--- src/hdl/c3s2r_pkg.sv ---
// shared constants, types and the fp32 round-and-pack function for the
// 3x3 stride-2 relu convolution block; no dependencies
package c3s2r_pkg;

   localparam int DEF_IMAGE_HEIGHT = 28;
   localparam int DEF_IMAGE_WIDTH  = 28;
   localparam int DEF_IN_CHANNELS  = 1;
   localparam int DEF_OUT_CHANNELS = 4;

   localparam int KERNEL_SIZE = 3;
   localparam int TAPS        = KERNEL_SIZE * KERNEL_SIZE;

   localparam int REQ_DATA_W = 24;
   localparam int RSP_DATA_W = 24;

   localparam logic ACT_WEIGHT = 1'b0;
   localparam logic ACT_PIXEL  = 1'b1;

   localparam logic [31:0] FP32_QNAN = 32'h7FC0_0000;
   localparam logic [31:0] FP32_INF  = 32'h7F80_0000;

   // value = sig * 2^expo, sign apart
   typedef struct packed {
      logic               sign;
      logic signed [10:0] expo;
      logic [27:0]        sig;
   } raw_fp_type;

   // round to nearest even into fp32, subnormals and overflow included
   function automatic logic [31:0] round_pack(input raw_fp_type v);
      logic [4:0]         msb;
      logic signed [12:0] r_norm;
      logic signed [12:0] r_sub;
      logic signed [12:0] r;
      logic [4:0]         rc;
      logic [57:0]        ext;
      logic [24:0]        q;
      logic               grd;
      logic               stk;
      logic signed [12:0] biased;
      logic [39:0]        total;
      logic [31:0]        res;
      msb = '0;
      for (int i = 0; i < 28; i++) begin
         if (v.sig[i]) msb = 5'(i);
      end
      r_norm = $signed({8'b0, msb}) - 13'sd23;
      r_sub  = -13'sd149 - 13'(v.expo);
      r      = (r_norm > r_sub) ? r_norm : r_sub;
      ext    = '0;
      grd    = 1'b0;
      stk    = 1'b0;
      rc     = '0;
      if (r < 0) begin
         q = 25'(v.sig << 5'(-r));
      end else begin
         rc  = (r > 13'sd30) ? 5'd30 : 5'(r);
         ext = {v.sig, 30'b0} >> rc;
         q   = 25'(ext[57:30]);
         grd = ext[29];
         stk = |ext[28:0];
         if (grd && (stk || q[0])) q = q + 25'd1;
      end
      biased = 13'(v.expo) + r + 13'sd149;
      total  = (40'(biased) << 23) + 40'(q);
      if (v.sig == '0) begin
         res = '0;
      end else if (total >= 40'(FP32_INF)) begin
         res = {v.sign, FP32_INF[30:0]};
      end else begin
         res = {v.sign, total[30:0]};
      end
      return res;
   endfunction

endpackage

--- src/hdl/conv3x3_stride2_relu_bf16_top.sv ---
// top level of the 3x3 stride-2 zero-padded convolution with relu on bf16
// depends on c3s2r_pkg for constants, the raw float type and round_pack
//
// A weight beat (tuser 0) writes one weight slot; slots beyond the store are
// dropped. A pixel beat (tuser 1) is written into the row ring; the last
// channel of an odd row and odd column (or of the last row or column)
// starts one output pixel: for each output channel the block walks the
// 9*IN_CHANNELS taps through one shared float multiply-accumulate, in the
// fetch, multiply, pack, add and pack states for a tap inside the image and
// in the fetch state alone for a padded tap, then hands the bf16 result to
// the output register. Input is not taken meanwhile, but it is taken again
// while the last result of a pixel still waits on rsp_tready.
module conv3x3_stride2_relu_bf16_top #(
   parameter int IMAGE_HEIGHT = c3s2r_pkg::DEF_IMAGE_HEIGHT,
   parameter int IMAGE_WIDTH  = c3s2r_pkg::DEF_IMAGE_WIDTH,
   parameter int IN_CHANNELS  = c3s2r_pkg::DEF_IN_CHANNELS,
   parameter int OUT_CHANNELS = c3s2r_pkg::DEF_OUT_CHANNELS
) (
   input  logic                             clock,
   input  logic                             reset,
   input  logic                             req_tvalid,
   output logic                             req_tready,
   // weight_index [5:0], sample [21:6], zero [23:22]
   input  logic [c3s2r_pkg::REQ_DATA_W-1:0] req_tdata,
   // action
   input  logic                             req_tuser,
   output logic                             rsp_tvalid,
   input  logic                             rsp_tready,
   // result_value [15:0], out_channel [17:16], zero [23:18]
   output logic [c3s2r_pkg::RSP_DATA_W-1:0] rsp_tdata,
   output logic                             rsp_tlast,
   // last_of_image
   output logic                             rsp_tuser
);
   import c3s2r_pkg::*;

   localparam int W_DEPTH = OUT_CHANNELS * TAPS * IN_CHANNELS;
   localparam int R_DEPTH = KERNEL_SIZE * IMAGE_WIDTH * IN_CHANNELS;
   localparam int WA_W    = $clog2(W_DEPTH);
   localparam int RA_W    = $clog2(R_DEPTH);
   localparam int YW      = $clog2(IMAGE_HEIGHT);
   localparam int XW      = $clog2(IMAGE_WIDTH);
   localparam int CW      = (IN_CHANNELS > 1) ? $clog2(IN_CHANNELS) : 1;
   localparam int OW      = (OUT_CHANNELS > 1) ? $clog2(OUT_CHANNELS) : 1;
   localparam int YS      = YW + 2;
   localparam int XS      = XW + 2;

   localparam logic [2:0] S_IDLE  = 3'd0;
   localparam logic [2:0] S_FETCH = 3'd1;
   localparam logic [2:0] S_MUL   = 3'd2;
   localparam logic [2:0] S_PACKM = 3'd3;
   localparam logic [2:0] S_ADD   = 3'd4;
   localparam logic [2:0] S_PACKA = 3'd5;
   localparam logic [2:0] S_OUT   = 3'd6;

   logic [15:0] weight_mem [W_DEPTH];
   logic [15:0] ring_mem [R_DEPTH];

   logic [2:0]           state_ff, state_in;
   logic [YW-1:0]        y_ff, y_in;
   logic [XW-1:0]        x_ff, x_in;
   logic [CW-1:0]        c_ff, c_in;
   logic [1:0]           slot_ff, slot_in;
   logic signed [YS-1:0] top_row_ff, top_row_in;
   logic signed [XS-1:0] left_col_ff, left_col_in;
   logic [1:0]           top_slot_ff, top_slot_in;
   logic                 image_end_ff, image_end_in;
   logic [OW-1:0]        oc_ff, oc_in;
   logic [1:0]           ky_ff, ky_in;
   logic [1:0]           kx_ff, kx_in;
   logic [CW-1:0]        ic_ff, ic_in;
   logic [WA_W-1:0]      w_addr_ff, w_addr_in;
   logic [15:0]          w_rd_ff;
   logic [15:0]          x_rd_ff;
   raw_fp_type           raw_ff, raw_in;
   logic                 spec_ff, spec_in;
   logic [31:0]          spec_bits_ff, spec_bits_in;
   logic [31:0]          prod_ff, prod_in;
   logic [31:0]          acc_ff, acc_in;
   logic                 rsp_valid_ff, rsp_valid_in;
   logic [15:0]          rsp_value_ff, rsp_value_in;
   logic [1:0]           rsp_oc_ff, rsp_oc_in;
   logic                 rsp_lastp_ff, rsp_lastp_in;
   logic                 rsp_lasti_ff, rsp_lasti_in;

   logic                 req_fire;
   logic [5:0]           req_index;
   logic [15:0]          req_sample;
   logic [RA_W-1:0]      ring_wr_addr;
   logic [RA_W-1:0]      ring_rd_addr;
   logic signed [YS-1:0] tap_row;
   logic signed [XS-1:0] tap_col;
   logic [2:0]           tap_slot_sum;
   logic [1:0]           tap_slot;
   logic                 tap_pad;
   logic                 tap_last;
   logic [31:0]          pack_out;
   raw_fp_type           mul_raw;
   logic                 mul_spec;
   logic [31:0]          mul_spec_bits;
   raw_fp_type           add_raw;
   logic                 add_spec;
   logic [31:0]          add_spec_bits;
   logic [15:0]          relu_value;

   assign req_tready = (state_ff == S_IDLE);
   assign req_fire   = req_tvalid && req_tready;
   assign req_index  = req_tdata[5:0];
   assign req_sample = req_tdata[21:6];

   assign rsp_tvalid = rsp_valid_ff;
   assign rsp_tdata  = {6'b0, rsp_oc_ff, rsp_value_ff};
   assign rsp_tlast  = rsp_lastp_ff;
   assign rsp_tuser  = rsp_lasti_ff;

   // tap geometry
   always_comb begin
      tap_row      = top_row_ff + $signed(YS'(ky_ff));
      tap_col      = left_col_ff + $signed(XS'(kx_ff));
      tap_pad      = (tap_row < 0) || (tap_row >= $signed(YS'(IMAGE_HEIGHT))) ||
                     (tap_col < 0) || (tap_col >= $signed(XS'(IMAGE_WIDTH)));
      tap_slot_sum = {1'b0, top_slot_ff} + {1'b0, ky_ff};
      tap_slot     = (tap_slot_sum >= 3'd3) ? 2'(tap_slot_sum - 3'd3) : tap_slot_sum[1:0];
      ring_rd_addr = tap_pad ? '0 :
                     RA_W'((int'(tap_slot) * IMAGE_WIDTH + int'(tap_col[XW-1:0]))
                           * IN_CHANNELS + int'(ic_ff));
      ring_wr_addr = RA_W'((int'(slot_ff) * IMAGE_WIDTH + int'(x_ff)) * IN_CHANNELS
                           + int'(c_ff));
      tap_last     = (ic_ff == CW'(IN_CHANNELS - 1)) && (kx_ff == 2'd2) && (ky_ff == 2'd2);
   end

   // bf16 by bf16 product, exact before packing
   always_comb begin
      logic [7:0]         xe8, we8;
      logic               xnan, wnan, xinf, winf, xzero, wzero;
      logic [7:0]         xm, wm;
      logic signed [10:0] xe, we;
      xe8   = x_rd_ff[14:7];
      we8   = w_rd_ff[14:7];
      xnan  = (xe8 == 8'hFF) && (x_rd_ff[6:0] != '0);
      wnan  = (we8 == 8'hFF) && (w_rd_ff[6:0] != '0);
      xinf  = (xe8 == 8'hFF) && (x_rd_ff[6:0] == '0);
      winf  = (we8 == 8'hFF) && (w_rd_ff[6:0] == '0);
      xzero = (x_rd_ff[14:0] == '0);
      wzero = (w_rd_ff[14:0] == '0);
      xm    = {xe8 != '0, x_rd_ff[6:0]};
      wm    = {we8 != '0, w_rd_ff[6:0]};
      xe    = $signed({3'b0, (xe8 == '0) ? 8'd1 : xe8}) - 11'sd134;
      we    = $signed({3'b0, (we8 == '0) ? 8'd1 : we8}) - 11'sd134;
      mul_raw.sign = x_rd_ff[15] ^ w_rd_ff[15];
      mul_raw.expo = xe + we;
      mul_raw.sig  = {12'b0, 16'(xm * wm)};
      mul_spec      = 1'b1;
      mul_spec_bits = '0;
      if (xnan || wnan || (xinf && wzero) || (winf && xzero)) begin
         mul_spec_bits = FP32_QNAN;
      end else if (xinf || winf) begin
         mul_spec_bits = {mul_raw.sign, FP32_INF[30:0]};
      end else if (xzero || wzero) begin
         mul_spec_bits = '0;
      end else begin
         mul_spec = 1'b0;
      end
   end

   // fp32 add: swap, align with sticky, add or subtract
   always_comb begin
      logic [31:0] big, sml;
      logic [7:0]  eb, es, d;
      logic [23:0] mb, ms;
      logic [26:0] a_al, b_al;
      logic [53:0] ext;
      logic        anan, bnan, ainf, binf;
      anan = (acc_ff[30:23] == 8'hFF) && (acc_ff[22:0] != '0);
      bnan = (prod_ff[30:23] == 8'hFF) && (prod_ff[22:0] != '0);
      ainf = (acc_ff[30:23] == 8'hFF) && (acc_ff[22:0] == '0);
      binf = (prod_ff[30:23] == 8'hFF) && (prod_ff[22:0] == '0);
      if (prod_ff[30:0] > acc_ff[30:0]) begin
         big = prod_ff;
         sml = acc_ff;
      end else begin
         big = acc_ff;
         sml = prod_ff;
      end
      eb   = (big[30:23] == '0) ? 8'd1 : big[30:23];
      es   = (sml[30:23] == '0) ? 8'd1 : sml[30:23];
      mb   = {big[30:23] != '0, big[22:0]};
      ms   = {sml[30:23] != '0, sml[22:0]};
      d    = eb - es;
      a_al = {mb, 3'b0};
      ext  = '0;
      if (d >= 8'd27) begin
         b_al = {26'b0, ms != '0};
      end else begin
         ext  = {ms, 3'b0, 27'b0} >> d;
         b_al = ext[53:27];
         b_al[0] = b_al[0] | (|ext[26:0]);
      end
      add_raw.sign = big[31];
      add_raw.expo = $signed({3'b0, eb}) - 11'sd153;
      add_raw.sig  = (big[31] == sml[31]) ? ({1'b0, a_al} + {1'b0, b_al})
                                          : ({1'b0, a_al} - {1'b0, b_al});
      add_spec      = 1'b1;
      add_spec_bits = '0;
      if (anan || bnan || (ainf && binf && (acc_ff[31] != prod_ff[31]))) begin
         add_spec_bits = FP32_QNAN;
      end else if (ainf) begin
         add_spec_bits = acc_ff;
      end else if (binf) begin
         add_spec_bits = prod_ff;
      end else begin
         add_spec = 1'b0;
      end
   end

   // shared round and pack, used for the product and for the sum
   assign pack_out = round_pack(raw_ff);

   // relu and bf16 rounding of the finished sum
   always_comb begin
      logic [31:0] rounded;
      logic        positive;
      positive = !acc_ff[31] && (acc_ff[30:0] != '0) &&
                 !((acc_ff[30:23] == 8'hFF) && (acc_ff[22:0] != '0));
      rounded  = acc_ff + 32'h0000_7FFF + 32'(acc_ff[16]);
      relu_value = positive ? rounded[31:16] : 16'h0000;
   end

   // sequencer
   always_comb begin
      logic [2:0] s;
      state_in     = state_ff;
      y_in         = y_ff;
      x_in         = x_ff;
      c_in         = c_ff;
      slot_in      = slot_ff;
      top_row_in   = top_row_ff;
      left_col_in  = left_col_ff;
      top_slot_in  = top_slot_ff;
      image_end_in = image_end_ff;
      oc_in        = oc_ff;
      ky_in        = ky_ff;
      kx_in        = kx_ff;
      ic_in        = ic_ff;
      w_addr_in    = w_addr_ff;
      raw_in       = raw_ff;
      spec_in      = spec_ff;
      spec_bits_in = spec_bits_ff;
      prod_in      = prod_ff;
      acc_in       = acc_ff;
      rsp_valid_in = rsp_valid_ff && !rsp_tready;
      rsp_value_in = rsp_value_ff;
      rsp_oc_in    = rsp_oc_ff;
      rsp_lastp_in = rsp_lastp_ff;
      rsp_lasti_in = rsp_lasti_ff;
      s            = '0;

      case (state_ff)
         S_IDLE: begin
            if (req_fire && (req_tuser == ACT_PIXEL)) begin
               if (c_ff == CW'(IN_CHANNELS - 1)) begin
                  c_in = '0;
                  if ((y_ff[0] || (y_ff == YW'(IMAGE_HEIGHT - 1))) &&
                      (x_ff[0] || (x_ff == XW'(IMAGE_WIDTH - 1)))) begin
                     top_row_in   = YS'({2'b0, y_ff}) - (y_ff[0] ? YS'(2) : YS'(1));
                     left_col_in  = XS'({2'b0, x_ff}) - (x_ff[0] ? XS'(2) : XS'(1));
                     s            = {1'b0, slot_ff} + (y_ff[0] ? 3'd1 : 3'd2);
                     top_slot_in  = (s >= 3'd3) ? 2'(s - 3'd3) : s[1:0];
                     image_end_in = (y_ff == YW'(IMAGE_HEIGHT - 1)) &&
                                    (x_ff == XW'(IMAGE_WIDTH - 1));
                     oc_in        = '0;
                     ky_in        = '0;
                     kx_in        = '0;
                     ic_in        = '0;
                     w_addr_in    = '0;
                     acc_in       = '0;
                     state_in     = S_FETCH;
                  end
                  if (x_ff == XW'(IMAGE_WIDTH - 1)) begin
                     x_in = '0;
                     if (y_ff == YW'(IMAGE_HEIGHT - 1)) begin
                        y_in    = '0;
                        slot_in = '0;
                     end else begin
                        y_in    = y_ff + 1'b1;
                        slot_in = (slot_ff == 2'd2) ? 2'd0 : slot_ff + 2'd1;
                     end
                  end else begin
                     x_in = x_ff + 1'b1;
                  end
               end else begin
                  c_in = c_ff + 1'b1;
               end
            end
         end
         S_FETCH: begin
            if (tap_pad) begin
               state_in = S_FETCH;
            end else begin
               state_in = S_MUL;
            end
         end
         S_MUL: begin
            raw_in       = mul_raw;
            spec_in      = mul_spec;
            spec_bits_in = mul_spec_bits;
            state_in     = S_PACKM;
         end
         S_PACKM: begin
            prod_in  = spec_ff ? spec_bits_ff : pack_out;
            state_in = S_ADD;
         end
         S_ADD: begin
            raw_in       = add_raw;
            spec_in      = add_spec;
            spec_bits_in = add_spec_bits;
            state_in     = S_PACKA;
         end
         S_PACKA: begin
            acc_in = spec_ff ? spec_bits_ff : pack_out;
         end
         S_OUT: begin
            if (!rsp_valid_ff || rsp_tready) begin
               rsp_valid_in = 1'b1;
               rsp_value_in = relu_value;
               rsp_oc_in    = 2'(oc_ff);
               rsp_lastp_in = (oc_ff == OW'(OUT_CHANNELS - 1));
               rsp_lasti_in = (oc_ff == OW'(OUT_CHANNELS - 1)) && image_end_ff;
               if (oc_ff == OW'(OUT_CHANNELS - 1)) begin
                  state_in = S_IDLE;
               end else begin
                  oc_in    = oc_ff + 1'b1;
                  ky_in    = '0;
                  kx_in    = '0;
                  ic_in    = '0;
                  acc_in   = '0;
                  state_in = S_FETCH;
               end
            end
         end
         default: begin
            state_in = S_IDLE;
         end
      endcase

      // step to the next tap after a padded fetch or a finished accumulate
      if (((state_ff == S_FETCH) && tap_pad) || (state_ff == S_PACKA)) begin
         w_addr_in = w_addr_ff + 1'b1;
         if (ic_ff == CW'(IN_CHANNELS - 1)) begin
            ic_in = '0;
            if (kx_ff == 2'd2) begin
               kx_in = '0;
               ky_in = ky_ff + 2'd1;
            end else begin
               kx_in = kx_ff + 2'd1;
            end
         end else begin
            ic_in = ic_ff + 1'b1;
         end
         state_in = tap_last ? S_OUT : S_FETCH;
      end
   end

   always_ff @(posedge clock) begin
      if (reset) begin
         state_ff     <= S_IDLE;
         y_ff         <= '0;
         x_ff         <= '0;
         c_ff         <= '0;
         slot_ff      <= '0;
         oc_ff        <= '0;
         ky_ff        <= '0;
         kx_ff        <= '0;
         ic_ff        <= '0;
         w_addr_ff    <= '0;
         rsp_valid_ff <= 1'b0;
      end else begin
         state_ff     <= state_in;
         y_ff         <= y_in;
         x_ff         <= x_in;
         c_ff         <= c_in;
         slot_ff      <= slot_in;
         oc_ff        <= oc_in;
         ky_ff        <= ky_in;
         kx_ff        <= kx_in;
         ic_ff        <= ic_in;
         w_addr_ff    <= w_addr_in;
         rsp_valid_ff <= rsp_valid_in;
      end
      top_row_ff   <= top_row_in;
      left_col_ff  <= left_col_in;
      top_slot_ff  <= top_slot_in;
      image_end_ff <= image_end_in;
      raw_ff       <= raw_in;
      spec_ff      <= spec_in;
      spec_bits_ff <= spec_bits_in;
      prod_ff      <= prod_in;
      acc_ff       <= acc_in;
      rsp_value_ff <= rsp_value_in;
      rsp_oc_ff    <= rsp_oc_in;
      rsp_lastp_ff <= rsp_lastp_in;
      rsp_lasti_ff <= rsp_lasti_in;
   end

   // weight store
   always_ff @(posedge clock) begin
      if (req_fire && (req_tuser == ACT_WEIGHT) && (int'(req_index) < W_DEPTH)) begin
         weight_mem[WA_W'(req_index)] <= req_sample;
      end
      if (state_ff == S_FETCH) begin
         w_rd_ff <= weight_mem[w_addr_ff];
      end
   end

   // three-row ring
   always_ff @(posedge clock) begin
      if (req_fire && (req_tuser == ACT_PIXEL)) begin
         ring_mem[ring_wr_addr] <= req_sample;
      end
      if (state_ff == S_FETCH) begin
         x_rd_ff <= ring_mem[ring_rd_addr];
      end
   end

endmodule

--- config.mk ---
export PLATFORM = sky130hd
export DESIGN_NAME = conv3x3_stride2_relu_bf16_top
export DESIGN_NICKNAME = d
export VERILOG_FILES = /design/src/hdl/c3s2r_pkg.sv /design/src/hdl/conv3x3_stride2_relu_bf16_top.sv
export SDC_FILE = /design/constraint.sdc
export NUM_CORES = 2
export LEC_CHECK = 0
export ABC_CLOCK_PERIOD_IN_PS = 15730
export BUFFER_PORTS_ARGS = -buffer_cell sky130_fd_sc_hd__buf_4
export CAP_MARGIN = 15
export CORE_MARGIN = 2
export CORE_UTILIZATION = 42
export DETAILED_ROUTE_END_ITERATION = 8
export GPL_TIMING_DRIVEN = 0
export HOLD_SLACK_MARGIN = 0.1
export SYNTH_ARGS = -nofsm -noshare
export SYNTH_HDL_FRONTEND = slang
export SYNTH_SLANG_ARGS = --single-unit
--- constraint.sdc ---
create_clock -name clock -period 15.73 [get_ports clock]
set_input_delay 0 -clock clock [delete_from_list [all_inputs] [get_ports clock]]
set_output_delay 0 -clock clock [all_outputs]
set_load 0.02 [all_outputs]
==> flow_summary.toml <==
[pwr]
power.sequential.fraction = 0.309
ir_drop_mv = 0.183
power_frac_comb = 0.452
power_density_nw_per_um2 = 189
p_sw_frac = 0.420
p_sw_mw = 9.13
internal-power_mw = 12.6
clkPwrFrac = 0.238
p_leak_nw = 37.4

[sta]
fmax_mhz = 67.8
finalMaxSlewViolations = 0
fin_crit_sh = 0.937
slew-limit-headroom = 0.167
final.setup.worst_slack_ns = 0.989
hold_viol = 0
fin_skew_ns = 0.106
setup_violations = 0
rsz0062_at_grt = "false"
worst_pin_slew_ns = 1.25
fin_crit_ns = 14.74

[cells_and_area]
final_cells = 10485
layout_commonest_cell = "edfxtp_1"
layout_common_cells = "2121 x edfxtp_1, 511 x nand2_1, 472 x mux4_2"
areaGrowthSynthToFinish_pct = 14.4
final_core_util = 0.484
postLayoutCellArea_um2 = 115000
fill_cells = 20097
drive_gt1_frac = 0.181
fin_nets = 7414

[worst_hold_path]
worstHoldStart = "req_tdata[15]"
hold_class = "in -> reg"

[cts]
cts_sinks = 2149
clk_pin_slew_worst_paths_ns = 0.07
clk_latency_ns = 0.90
cts_tree = "done"
cts_buffer_depth = 3
cts_setup_buffers = 0
htreeDepth = 4
numCtsBuffers = 215
clockRootBuffer = "clkbuf_16"

[logic_synthesis]
synth_edf_count = 2121
synthDistinctLibCells = 114
netlist.area_leader.share = 0.633
synth_area_leader_cell = "edfxtp_1"
seq_area_frac_synth = 0.638
netlist_instances = 6663
avgSynthCellArea_um2 = 15.1
yosys_warnings = 0
synthTopCellsByArea = "edfxtp_1 63%, mux4_2 11%, ha_1 2.6%, mux2i_1 2.1%, nand2_1 1.9%"
async_reset_ff_frac = 0
ys_ff_latch = 2149
synthFlopType = "edfxtp_1"
syn_area_um2 = 101000

[setup_path]
reg2reg_from = "raw_ff[1]$_DFFE_PP_"
critPathLaunch = "raw_ff[1]$_DFFE_PP_"
worstPathMaxFanout = 12
worstPathRequired_ns = 16.35
cpMaxStageDelayCell = "a221oi_1"
cp-end-kind = "flip-flop"
worstSetupPathType = "reg -> reg"
slowest_delay_ns = 0.67
cp.arrival_ns = 15.36
startpoint_type = "flip-flop"

[placement]
pre_cts_slack_ns = 0.702
placed_area_um2 = 108000
dp_hpwl_mm = 222
portBuffers = 47
gp_congestion = 0.932
dp.cells = 10040

[routing]
final_antenna_net_count = 0
dr.pass1.iters = 8
drt-total-wl_mm = 309
viasPerCell = 6.00
met2_length_mm = 147
drtIter0Drc = 7207
met1_length_mm = 128
drc = 0
vias = 62944
maxUsedRoutingLayer = "met4"
wire_per_inst_um = 29.4
wl_met3_mm = 22.9

[die]
ios = 57
die_x_um = 494
start_util = 0.423
coreArea_um2 = 238000
die_h_um = 494
rows = 179
die-area_um2 = 244000

[grt]
antenna_found_initial = 5
grt_pass1_vias = 61829
grt-ovfl-total = 0
grt_pass1_wl_mm = 442
grt_max_degree = 85
grt_usage = 0.249

[outcome]
outcome = "complete, no violations"

[flow_run]
drv_cap = 0
==> metal layers <==
metal / vias to the layer above / GRT usage
met5: - / 0
met3: 479 / 0.0385
li1: 27283 / -
met1: 32392 / 0.345
met4: 0 / 0.0836
met2: 2790 / 0.403
==> flip-flops by register name, summed over array words and instances (netlist names), 2 cells and up <==
| signal | flops |
|---|---|
| ring_mem | 1344 |
| weight_mem | 576 |
| raw_ff | 39 |
| acc_ff | 32 |
| prod_ff | 32 |
| spec_bits_ff | 32 |
| rsp_value_ff | 16 |
| w_rd_ff | 16 |
| x_rd_ff | 16 |
| w_addr_ff | 6 |
| left_col_ff | 5 |
| top_row_ff | 5 |
| x_ff | 5 |
| y_ff | 5 |
| state_ff | 3 |
| kx_ff | 2 |
| ky_ff | 2 |
| oc_ff | 2 |
| rsp_oc_ff | 2 |
| slot_ff | 2 |
| top_slot_ff | 2 |
==> synth_stat cells (72+ instances only) <==
| master | number |
|---|---|
| o22ai_1 | 93 |
| mux2_2 | 101 |
| nor3_1 | 98 |
| mux2i_1 | 212 |
| nand3_1 | 115 |
| o21ai_0 | 158 |
| mux4_2 | 472 |
| a211oi_1 | 134 |
| nand2_1 | 511 |
| edfxtp_1 | 2121 |
| clkbuf_1 | 285 |
| and2_1 | 77 |
| ha_1 | 206 |
| a21oi_1 | 300 |
| inv_1 | 238 |
| xnor2_1 | 87 |
| nor2_1 | 403 |
| nor2b_1 | 72 |
==> worst max-delay path, delay by kind of cell, from the launching register on <==
family,cells,cell delay [ns]
XOR/XNOR,1,0.25
AO/OA/AOI/OAI,18,4.56
AND/OR/NAND/NOR,18,3.92
multiplexers,1,0.17
adder cells (fa/ha/maj),4,1.33
flip-flops,1,0.32
buffers and inverters,11,3.92
==> final cells by class <==
class	instances	area, µm²	area share
sequential	2149	64300	0.558
multi-input combinational	3910	34300	0.298
clock buffer	257	5550	0.0482
tap	3167	3960	0.0344
timing repair buffer	225	2910	0.0252
clock inverter	140	1620	0.0141
buffer	388	1590	0.0138
inverter	244	916	0.00795
antenna	5	12.5	0.000109
==> power groups by stage <==
stage / Clock (mW) / Combinational (mW) / Sequential, mW
2_1_floorplan: 0 / 6.14 / 6.77
3_3_place_gp: 0 / 9.55 / 6.87
3_5_place_dp: 0 / 9.57 / 6.83
4_1_cts: 5.27 / 9.63 / 6.71
5_1_grt: 5.48 / 10.5 / 6.73
6_report: 5.18 / 9.83 / 6.72
==> what timing repair did <==
action / CTS / global route
gates resized for setup: 0 / 6
endpoints found under the hold margin: 2490 / 0
setup endpoints to repair: 0 / 45
hold buffers: 38 / 0
==> metrics by stage <==
stage	setup TNS [ns]	power, mW	hold WS [ns]
final	0	21.7	0.158
after global routing	0	22.7	0.139
after CTS	0	21.6	0.103
after detailed placement	0	16.4	0.428
after global placement	-6.12	16.4	0.428
after floorplan	0	12.9	0.0989
==> path summary, 6_finish.rpt <==
kind                                  to  slack, ns  cells past startpoint
max              acc_ff[6]$_SDFFCE_PN0P_       0.99                     53
max reg2reg      acc_ff[6]$_SDFFCE_PN0P_       0.99                     53
min          weight_mem[27][9]$_DFFE_PP_       0.16                      2
min reg2reg         prod_ff[1]$_DFFE_PN_       0.52                      2
==> logic make-up (layout without fill, tap and decap cells) <==
| kind of cell | after synthesis | count (layout) | share of synthesized area |
|---|---|---|---|
| other | 1 | 34 | 0.0000373 |
| AOI/OAI and AO/OA | 1188 | 1188 | 0.0806 |
| and+or+nand+nor | 1533 | 1533 | 0.0726 |
| buffers and inverters | 632 | 1254 | 0.0248 |
| DFF | 2149 | 2149 | 0.638 |
| muxes | 785 | 785 | 0.138 |
| adders and majority gates | 252 | 252 | 0.0348 |
| xor gates and xnor gates | 123 | 123 | 0.0108 |
Note: power is estimated with default switching activity, not from simulation.
